<file path="config.mk">
export PLATFORM = sky130hd
export DESIGN_NAME = downlink_frame_deframer
export DESIGN_NICKNAME = d
export VERILOG_FILES = /design/src/design/dfd_pkg.sv /design/src/design/dfd_datapath.sv /design/src/design/dfd_ctrl.sv /design/src/design/downlink_frame_deframer.sv
export SDC_FILE = /design/constraint.sdc
export NUM_CORES = 1
export LEC_CHECK = 0
export BUFFER_PORTS_ARGS = -buffer_cell sky130_fd_sc_hd__buf_2
export CORE_UTILIZATION = 30
export CTS_BUF_LIST = sky130_fd_sc_hd__clkbuf_4 sky130_fd_sc_hd__clkbuf_8 sky130_fd_sc_hd__clkbuf_16
export CTS_CLUSTER_SIZE = 14
export DETAILED_ROUTE_END_ITERATION = 8
export PLACE_DENSITY = 0.47
export SLEW_MARGIN = 20
export SYNTH_ARGS = -nofsm -noshare
export SYNTH_HDL_FRONTEND = slang
export SYNTH_HIERARCHICAL = 1
export SYNTH_SLANG_ARGS = --single-unit
</file>
<file path="constraint.sdc">
create_clock -name clk -period 7 [get_ports clk]
set_input_delay 0.35 -clock clk [delete_from_list [all_inputs] [get_ports clk]]
set_output_delay 0.35 -clock clk [all_outputs]
set_load 0.1 [all_outputs]
</file>
<file path="src/design/dfd_pkg.sv">
// Shared constants, types and helpers for the downlink frame deframer.
package dfd_pkg;

	localparam int MAX_PAYLOAD  = 48;
	localparam int HEADER_BYTES = 7;
	localparam int DEPTH        = HEADER_BYTES + MAX_PAYLOAD + 1;
	localparam int PTR_W        = $clog2(DEPTH);
	localparam int CNT_W        = $clog2(DEPTH + 1);
	localparam int CFG_IDX_W    = 1;

	localparam logic [CFG_IDX_W-1:0] REG_MARKER = 1'b0;
	localparam logic [CFG_IDX_W-1:0] REG_TYPE   = 1'b1;

	localparam logic [7:0] MARKER_RST = 8'hA5;
	localparam logic [7:0] TYPE_RST   = 8'h02;

	// byte offsets inside a frame
	localparam logic [PTR_W-1:0] OFF_MARKER  = PTR_W'(0);
	localparam logic [PTR_W-1:0] OFF_TYPE    = PTR_W'(1);
	localparam logic [PTR_W-1:0] OFF_ADDR_HI = PTR_W'(2);
	localparam logic [PTR_W-1:0] OFF_ADDR_LO = PTR_W'(3);
	localparam logic [PTR_W-1:0] OFF_LEN_HI  = PTR_W'(5);
	localparam logic [PTR_W-1:0] OFF_LEN_LO  = PTR_W'(6);
	localparam logic [PTR_W-1:0] OFF_BODY    = PTR_W'(HEADER_BYTES);

	typedef enum logic [3:0] {
		ST_IDLE,
		ST_START,
		ST_MARK,
		ST_TYPE,
		ST_LEN_HI,
		ST_LEN_LO,
		ST_SUM,
		ST_ADDR_HI,
		ST_ADDR_LO,
		ST_EMIT,
		ST_EMPTY
	} state_t;

	typedef struct packed {
		logic             append;
		logic             rd_en;
		logic             rd_next;
		logic [PTR_W-1:0] rd_off;
		logic             pos_set;
		logic             pos_inc;
		logic             drop_one;
		logic             drop_frame;
		logic             len_hi_ld;
		logic             frame_ld;
		logic             sum_clr;
		logic             sum_acc;
		logic             addr_hi_ld;
		logic             addr_lo_ld;
		logic             out_ld;
		logic             out_empty;
	} cmd_t;

	typedef struct packed {
		logic fill_zero;
		logic hdr_short;
		logic marker_hit;
		logic type_hit;
		logic len_bad;
		logic frame_short;
		logic sum_end;
		logic sum_ok;
		logic emit_last;
		logic len_zero;
		logic out_free;
	} stat_t;

	// modulo DEPTH for a sum of two values, one below DEPTH and the other at most DEPTH
	function automatic logic [PTR_W-1:0] wrap_ptr(input logic [PTR_W:0] s);
		logic [PTR_W:0] r;
		r = (s >= (PTR_W+1)'(DEPTH)) ? s - (PTR_W+1)'(DEPTH) : s;
		return r[PTR_W-1:0];
	endfunction

endpackage

</file>
<file path="src/design/dfd_datapath.sv">
// Deframer datapath: circular window memory, header and checksum registers, result register.
module dfd_datapath
	import dfd_pkg::*;
(
	input  logic                 clk,
	input  logic                 arst_n,
	input  cmd_t                 cmd,
	output stat_t                st,
	input  logic                 cfg_we,
	input  logic [CFG_IDX_W-1:0] cfg_index,
	input  logic [7:0]           cfg_data,
	input  logic [7:0]           rx_byte,
	input  logic                 out_ready,
	output logic                 out_valid,
	output logic [15:0]          dest_address,
	output logic [7:0]           payload_byte,
	output logic                 byte_present,
	output logic                 frame_last
);

	logic [7:0]       win_mem [DEPTH];
	logic [7:0]       rd_q;
	logic [PTR_W-1:0] head_q;
	logic [CNT_W-1:0] fill_q;
	logic [7:0]       marker_q;
	logic [7:0]       type_q;
	logic [7:0]       len_hi_q;
	logic [CNT_W-1:0] flen_q;
	logic [7:0]       xor_q;
	logic [PTR_W-1:0] pos_q;
	logic [15:0]      addr_q;
	logic             out_valid_q;
	logic [15:0]      dest_q;
	logic [7:0]       byte_q;
	logic             present_q;
	logic             last_q;

	logic [PTR_W-1:0] tail;
	logic [PTR_W-1:0] rd_off;
	logic [PTR_W-1:0] rd_addr;
	logic [CNT_W-1:0] drop_cnt;
	logic [15:0]      cand_len;
	logic [CNT_W-1:0] cand_flen;
	logic [CNT_W-1:0] pos_ext;

	assign tail     = wrap_ptr({1'b0, head_q} + (PTR_W+1)'(fill_q));
	assign rd_off   = cmd.rd_next ? pos_q + PTR_W'(1) : cmd.rd_off;
	assign rd_addr  = wrap_ptr({1'b0, head_q} + {1'b0, rd_off});
	assign drop_cnt = cmd.drop_frame ? flen_q : CNT_W'(1);
	assign cand_len = {len_hi_q, rd_q};
	// only meaningful once the length passed the bound check
	assign cand_flen = CNT_W'(cand_len) + CNT_W'(HEADER_BYTES + 1);
	assign pos_ext  = CNT_W'(pos_q);

	always_comb begin
		st.fill_zero   = (fill_q == '0);
		st.hdr_short   = (fill_q < CNT_W'(HEADER_BYTES));
		st.marker_hit  = (rd_q == marker_q);
		st.type_hit    = (rd_q == type_q);
		st.len_bad     = (cand_len > 16'(MAX_PAYLOAD));
		st.frame_short = (fill_q < cand_flen);
		st.sum_end     = (pos_ext == flen_q - CNT_W'(1));
		st.sum_ok      = (xor_q == rd_q);
		st.emit_last   = (pos_ext == flen_q - CNT_W'(2));
		st.len_zero    = (flen_q == CNT_W'(HEADER_BYTES + 1));
		st.out_free    = !out_valid_q || out_ready;
	end

	always_ff @(posedge clk) begin
		if (cmd.append) begin
			win_mem[tail] <= rx_byte;
		end
		if (cmd.rd_en) begin
			rd_q <= win_mem[rd_addr];
		end
	end

	always_ff @(posedge clk or negedge arst_n) begin
		if (!arst_n) begin
			head_q   <= '0;
			fill_q   <= '0;
			marker_q <= MARKER_RST;
			type_q   <= TYPE_RST;
		end else begin
			if (cmd.append) begin
				fill_q <= fill_q + CNT_W'(1);
			end else if (cmd.drop_one || cmd.drop_frame) begin
				head_q <= wrap_ptr({1'b0, head_q} + (PTR_W+1)'(drop_cnt));
				fill_q <= fill_q - drop_cnt;
			end
			if (cfg_we) begin
				unique case (cfg_index)
					REG_MARKER: marker_q <= cfg_data;
					REG_TYPE:   type_q   <= cfg_data;
					default:    ;
				endcase
			end
		end
	end

	always_ff @(posedge clk) begin
		if (cmd.len_hi_ld) begin
			len_hi_q <= rd_q;
		end
		if (cmd.frame_ld) begin
			flen_q <= cand_flen;
		end
		if (cmd.sum_clr) begin
			xor_q <= '0;
		end else if (cmd.sum_acc) begin
			xor_q <= xor_q ^ rd_q;
		end
		if (cmd.pos_set) begin
			pos_q <= cmd.rd_off;
		end else if (cmd.pos_inc) begin
			pos_q <= pos_q + PTR_W'(1);
		end
		if (cmd.addr_hi_ld) begin
			addr_q[15:8] <= rd_q;
		end
		if (cmd.addr_lo_ld) begin
			addr_q[7:0] <= rd_q;
		end
		if (cmd.out_ld) begin
			dest_q    <= addr_q;
			byte_q    <= cmd.out_empty ? 8'h00 : rd_q;
			present_q <= !cmd.out_empty;
			last_q    <= cmd.out_empty || st.emit_last;
		end
	end

	always_ff @(posedge clk or negedge arst_n) begin
		if (!arst_n) begin
			out_valid_q <= 1'b0;
		end else if (cmd.out_ld) begin
			out_valid_q <= 1'b1;
		end else if (out_ready) begin
			out_valid_q <= 1'b0;
		end
	end

	assign out_valid    = out_valid_q;
	assign dest_address = dest_q;
	assign payload_byte = byte_q;
	assign byte_present = present_q;
	assign frame_last   = last_q;

endmodule

</file>
<file path="src/design/dfd_ctrl.sv">
// Deframer controller: parse sequencer over the buffered window.
module dfd_ctrl
	import dfd_pkg::*;
(
	input  logic  clk,
	input  logic  arst_n,
	input  logic  in_valid,
	output logic  in_ready,
	input  stat_t st,
	output cmd_t  cmd
);

	state_t state_q;
	state_t state_d;

	always_ff @(posedge clk or negedge arst_n) begin
		if (!arst_n) begin
			state_q <= ST_IDLE;
		end else begin
			state_q <= state_d;
		end
	end

	always_comb begin
		state_d  = state_q;
		cmd      = '0;
		in_ready = 1'b0;
		unique case (state_q)
			ST_IDLE: begin
				in_ready = 1'b1;
				if (in_valid) begin
					cmd.append = 1'b1;
					state_d    = ST_START;
				end
			end
			ST_START: begin
				if (st.fill_zero) begin
					state_d = ST_IDLE;
				end else begin
					cmd.rd_en  = 1'b1;
					cmd.rd_off = OFF_MARKER;
					state_d    = ST_MARK;
				end
			end
			ST_MARK: begin
				priority if (!st.marker_hit) begin
					cmd.drop_one = 1'b1;
					state_d      = ST_START;
				end else if (st.hdr_short) begin
					state_d = ST_IDLE;
				end else begin
					cmd.rd_en  = 1'b1;
					cmd.rd_off = OFF_TYPE;
					state_d    = ST_TYPE;
				end
			end
			ST_TYPE: begin
				if (!st.type_hit) begin
					cmd.drop_one = 1'b1;
					state_d      = ST_START;
				end else begin
					cmd.rd_en  = 1'b1;
					cmd.rd_off = OFF_LEN_HI;
					state_d    = ST_LEN_HI;
				end
			end
			ST_LEN_HI: begin
				cmd.len_hi_ld = 1'b1;
				cmd.rd_en     = 1'b1;
				cmd.rd_off    = OFF_LEN_LO;
				state_d       = ST_LEN_LO;
			end
			ST_LEN_LO: begin
				priority if (st.len_bad) begin
					cmd.drop_one = 1'b1;
					state_d      = ST_START;
				end else if (st.frame_short) begin
					state_d = ST_IDLE;
				end else begin
					cmd.frame_ld = 1'b1;
					cmd.sum_clr  = 1'b1;
					cmd.pos_set  = 1'b1;
					cmd.rd_en    = 1'b1;
					cmd.rd_off   = OFF_MARKER;
					state_d      = ST_SUM;
				end
			end
			ST_SUM: begin
				// one byte per cycle; the last byte read is the checksum itself
				priority if (st.sum_end && st.sum_ok) begin
					cmd.rd_en  = 1'b1;
					cmd.rd_off = OFF_ADDR_HI;
					state_d    = ST_ADDR_HI;
				end else if (st.sum_end) begin
					cmd.drop_one = 1'b1;
					state_d      = ST_START;
				end else begin
					cmd.sum_acc = 1'b1;
					cmd.pos_inc = 1'b1;
					cmd.rd_en   = 1'b1;
					cmd.rd_next = 1'b1;
				end
			end
			ST_ADDR_HI: begin
				cmd.addr_hi_ld = 1'b1;
				cmd.rd_en      = 1'b1;
				cmd.rd_off     = OFF_ADDR_LO;
				state_d        = ST_ADDR_LO;
			end
			ST_ADDR_LO: begin
				cmd.addr_lo_ld = 1'b1;
				if (st.len_zero) begin
					state_d = ST_EMPTY;
				end else begin
					cmd.rd_en   = 1'b1;
					cmd.rd_off  = OFF_BODY;
					cmd.pos_set = 1'b1;
					state_d     = ST_EMIT;
				end
			end
			ST_EMIT: begin
				if (st.out_free) begin
					cmd.out_ld = 1'b1;
					if (st.emit_last) begin
						cmd.drop_frame = 1'b1;
						state_d        = ST_START;
					end else begin
						cmd.pos_inc = 1'b1;
						cmd.rd_en   = 1'b1;
						cmd.rd_next = 1'b1;
					end
				end
			end
			ST_EMPTY: begin
				if (st.out_free) begin
					cmd.out_ld     = 1'b1;
					cmd.out_empty  = 1'b1;
					cmd.drop_frame = 1'b1;
					state_d        = ST_START;
				end
			end
			default: begin
				state_d = ST_IDLE;
			end
		endcase
	end

endmodule

</file>
<file path="src/design/downlink_frame_deframer.sv">
// Downlink frame deframer top level: controller, datapath and checks.
// Bytes enter one per transfer into a 56-byte circular window; after every byte the
// parser rescans from the window head. in_ready is high only while the parser is
// waiting for more data. The rescan reads one window memory byte per header field,
// with the read data registered, and drops non-marker bytes and rejected markers on
// the way. A complete frame of L payload bytes goes through header check, a checksum
// over its L+8 bytes (one window byte per cycle), address fetch and then one result
// item per payload byte (one for an empty frame), held while out_ready is low.
// Result items leave through a one-deep output register, and the window needs no
// clearing after reset.
module downlink_frame_deframer
	import dfd_pkg::*;
(
	input  logic                 clk,
	input  logic                 arst_n,
	input  logic                 cfg_we,
	input  logic [CFG_IDX_W-1:0] cfg_index,
	input  logic [7:0]           cfg_data,
	input  logic                 in_valid,
	output logic                 in_ready,
	input  logic [7:0]           rx_byte,
	output logic                 out_valid,
	input  logic                 out_ready,
	output logic [15:0]          dest_address,
	output logic [7:0]           payload_byte,
	output logic                 byte_present,
	output logic                 frame_last
);

	cmd_t  cmd;
	stat_t st;

	dfd_ctrl u_ctrl (
		.clk      (clk),
		.arst_n   (arst_n),
		.in_valid (in_valid),
		.in_ready (in_ready),
		.st       (st),
		.cmd      (cmd)
	);

	dfd_datapath u_dp (
		.clk          (clk),
		.arst_n       (arst_n),
		.cmd          (cmd),
		.st           (st),
		.cfg_we       (cfg_we),
		.cfg_index    (cfg_index),
		.cfg_data     (cfg_data),
		.rx_byte      (rx_byte),
		.out_ready    (out_ready),
		.out_valid    (out_valid),
		.dest_address (dest_address),
		.payload_byte (payload_byte),
		.byte_present (byte_present),
		.frame_last   (frame_last)
	);

	// a transfer in always starts a rescan, so ready is low in the cycle after it
	a_rescan_after_in: assert property (@(posedge clk) disable iff (!arst_n)
		in_valid && in_ready |=> !in_ready)
		else $error("in_ready stayed high after an input transfer");

	// a waiting result is never overwritten
	a_no_overwrite: assert property (@(posedge clk) disable iff (!arst_n)
		cmd.out_ld |-> st.out_free)
		else $error("result register loaded while occupied");

	// window pointers move one way at a time
	a_one_window_op: assert property (@(posedge clk) disable iff (!arst_n)
		$onehot0({cmd.append, cmd.drop_one, cmd.drop_frame}))
		else $error("conflicting window updates");

	// a frame is consumed exactly when its final item is loaded
	a_last_drops_frame: assert property (@(posedge clk) disable iff (!arst_n)
		cmd.out_ld && (cmd.out_empty || st.emit_last) |-> cmd.drop_frame)
		else $error("final item loaded without consuming the frame");

endmodule

</file>
==> results.yml <==
cts:
  cts_root_buf: "clkbuf_16"
  htree_levels: 2
  cts_tree: "built"
  cts_made_buffers: 58
  cts_buffer_depth: 3
  clk_latency_ns: 0.65
  cts-resized-gates: 0
  clkSinkCount: 559
  post_cts_buffers: 0
  clk_pin_slew_ns: 0.06
sta:
  tightest_slew_ns: 1.15
  min_period_ns: 6.49
  setup_viol: 0
  hold_ws_ns: 0.110
  drv_slew: 0
  final-hold-violation-count: 0
  fin_tns_setup_ns: 0
  clock.fmax_mhz: 154
  fin_crit_sh_pct: 92.7
  skew_ns: 0.0627
  rsz0062_at_grt: "false"
  fin_ws_ns: 0.508
  worst_slew_margin_rel_pct: 22.9
setup_path:
  crit_path_start_kind: "flip-flop"
  cp_top_family: "simple AND/OR/NAND/NOR gates"
  cpMostUsedCell: "buf_4"
  critical_path_buf_inv_count: 6
  critPathSlowestCell: "edfxtp_1"
  max_stage_delay_ns: 0.49
  crit_arrival_ns: 6.91
  path_max_fanout: 24
  worstSetupPathDepth: 27
  reg2reg_depth: 27
  critical_path_required_ns: 7.42
  critical_path.endpoint_type: "flip-flop"
  crit_type: "reg -> reg"
power_and_ir_drop:
  p_sw_mw: 4.07
  clkPwrFrac_pct: 29.0
  power_frac_comb_pct: 36.8
  p_per_area_nw_per_um2: 406
  leakage_nw: 9.24
  p_int_mw: 7.21
  worst_ir_drop_vdd_mv: 0.540
  switching_share_pct: 36.1
  seqPwrFrac_pct: 34.2
layout:
  fin_cells: 2628
  layout_commonest_cell: "edfxtp_1"
  mostFrequentLayoutCells: "edfxtp_1, mux4_2, nor2_1, nand2_1, buf_4"
  drive_above_1_share_pct: 23.7
  area_delta_synth_final_pct: 16.3
  nets: 1598
grt:
  grt_max_degree: 113
  grt_pass1_wl_mm: 88.6
  gr-total-overflow: 0
  grt_pass1_vias: 13100
  antenna_found_initial: 0
  grt_use_total_pct: 14.8
placed_design:
  dp_hpwl_mm: 38.1
  place.gp.congestion: 0.837
  place_ws_ns: 0.560
  dp.cells: 2516
  port_buffers: 49
worst_hold_path:
  min_path_cells: 3
  holdCritPathClass: "in -> reg"
synth:
  syn-cell-area_um2: 23900
  avgSynthCellArea_um2: 16.7
  synthArstFlopShare_pct: 5.90
  synth.yosys.seq_area_share_pct: 69.2
  synth_ff_type: "edfxtp_1"
  synth_cells: 1432
  synth_warnings: 6
  synth_edf_count: 518
  synth.distinct_cells: 69
  ys_ff_latch: 559
die:
  fp.coreArea_um2: 78900
  io_pins: 50
  die-area_um2: 80800
  die_h_um: 284
  die_w_um: 284
  rows: 103
  initial_core_util_pct: 30.3
routing:
  first_pass_iters: 5
  avgViaCountPerCell: 4.89
  route.detailed.drc: 0
  ant_nets: 0
  vias: 12900
  wire_per_inst_um: 22.8
  drt_iter0_markers: 968
  wl_mm: 59.8
outcome:
  status: "finished clean"
flow_run:
  cap_violations: 0
power groups by stage:
stage	logic, mW	clock network (mW)	registers (mW)
after floorplan	2.71	0	3.88
after detailed placement	4.14	0	3.93
final	4.15	3.27	3.86
after global routing	4.47	3.48	3.87
after global placement	4.09	0	3.93
after CTS	4.15	3.36	3.86
worst register-to-register path, cell delays in order (launching register included):
cell and delay (ns):
edfxtp_1 0.49, inv_1 0.16, ha_1 0.25, nand2_1 0.13, o31ai_1 0.25, o211ai_1 0.13, a2111oi_0 0.39, buf_4 0.23
nor2_1 0.15, or2_2 0.43, mux2i_1 0.31, ha_4 0.19, inv_1 0.05, fa_4 0.49, nor2b_1 0.17, o22ai_1 0.10
nor2b_1 0.15, nand2b_1 0.20, inv_2 0.11, ha_1 0.32, and3_4 0.24, a21oi_2 0.04, nand2_1 0.08, buf_4 0.26
buf_4 0.32, a21oi_1 0.12, a22o_1 0.26, nor4_1 0.32
layout make-up:
type | instances | area, um2
Antenna cell | 1 | 2.50
Clock inverter | 38 | 519
Tap cell | 1050 | 1310
Fill cell | 7534 | 51100
Sequential cell | 559 | 16500
Timing Repair Buffer | 121 | 876
Inverter | 36 | 135
Clock buffer | 64 | 1500
Multi-Input combinational cell | 759 | 6910
kinds of logic (layout without fill, tap and decap cells):
| logic type | Yosys count | in the layout | synth area share, % |
|---|---|---|---|
| muxes | 162 | 162 | 12.8 |
| adders and majority gates | 41 | 41 | 2.27 |
| and+or+nand+nor | 329 | 329 | 6.75 |
| other | 1 | 4 | 0.0157 |
| xor gates and xnor gates | 69 | 69 | 2.53 |
| DFF | 559 | 559 | 69.2 |
| buffers and inverters | 116 | 259 | 2.10 |
| AOI/OAI and AO/OA | 155 | 155 | 4.31 |
Yosys cell counts (all sizes together), types with 6 or more instances:
cell	n	share of area [%]
o21ai	26	0.54
a21o	7	0.22
ha	37	1.9
nor2b	16	0.42
nor3	38	0.80
mux2i	21	0.88
xnor2	41	1.5
mux2	29	1.4
or3	8	0.23
nor3b	8	0.25
edfxtp	518	65
nand2b	19	0.51
mux4	112	11
or2	6	0.16
a21oi	52	1.1
nor2	104	1.6
nand4	11	0.29
clkbuf	53	0.83
a31oi	9	0.29
o21a	8	0.25
nor4	22	0.60
and2	6	0.16
dfxtp	8	0.67
buf	27	0.70
nand3	8	0.17
a22o	16	0.59
dfrtp	28	2.9
inv	36	0.57
nand2	69	1.1
o2bb2ai	8	0.29
xor2	28	1.0
state kept, by name, indices dropped and copies added, names as in the netlist:
register	flops
u_dp/rd_q	8
u_dp/xor_q	8
u_dp/pos_ext	6
u_dp/addr_q	16
u_dp/dest_address	16
u_dp/out_valid	1
u_dp/len_hi_q	8
u_dp/frame_last	1
u_dp/head_q	6
u_dp/flen_q	6
u_dp/win_mem	448
u_ctrl/state_q	4
u_dp/fill_q	6
u_dp/byte_present	1
u_dp/payload_byte	8
u_dp/marker_q	8
u_dp/type_q	8
through the flow:
| step | instance area [um2] | utilization (%) | power [mW] |
|---|---|---|---|
| after floorplan | 23900 | - | 6.60 |
| after global placement | 25700 | 32.5 | 8.02 |
| after detailed placement | 25700 | 32.6 | 8.07 |
| after CTS | 27800 | 35.2 | 11.4 |
| after global routing | 27800 | 35.2 | 11.8 |
| final | 27800 | 35.2 | 11.3 |
timing repair:
action / in CTS / in global routing
hold buffers: 9 / 0
hold endpoints to repair: 44 / 0
endpoints found under the setup margin: 0 / 0
routing by layer:
metal	track usage, %	wire (um)	vias up
li1	-	-	5793
met1	20.3	26800	6660
met2	24.0	28700	325
met3	2.99	3200	73
met4	3.71	1100	0
met5	0	0	-
final timing paths:
| path | end | from | slack [ns] |
|---|---|---|---|
| worst max-delay path | u_dp/rd_q[5] | u_dp/flen_q[1] | 0.51 |
| worst max register to register | u_dp/rd_q[5] | u_dp/flen_q[1] | 0.51 |
| worst min-delay path | u_dp/out_valid | out_ready | 0.11 |
| worst min register to register | u_dp/dest_address[11] | u_dp/addr_q[11] | 0.42 |
| max in group asynchronous | u_ctrl/state_q[3] | arst_n | 5.99 |
| min in group asynchronous | u_dp/type_q[0] | arst_n | 0.41 |
No activity file was read; power rests on OpenSTA's default activity.
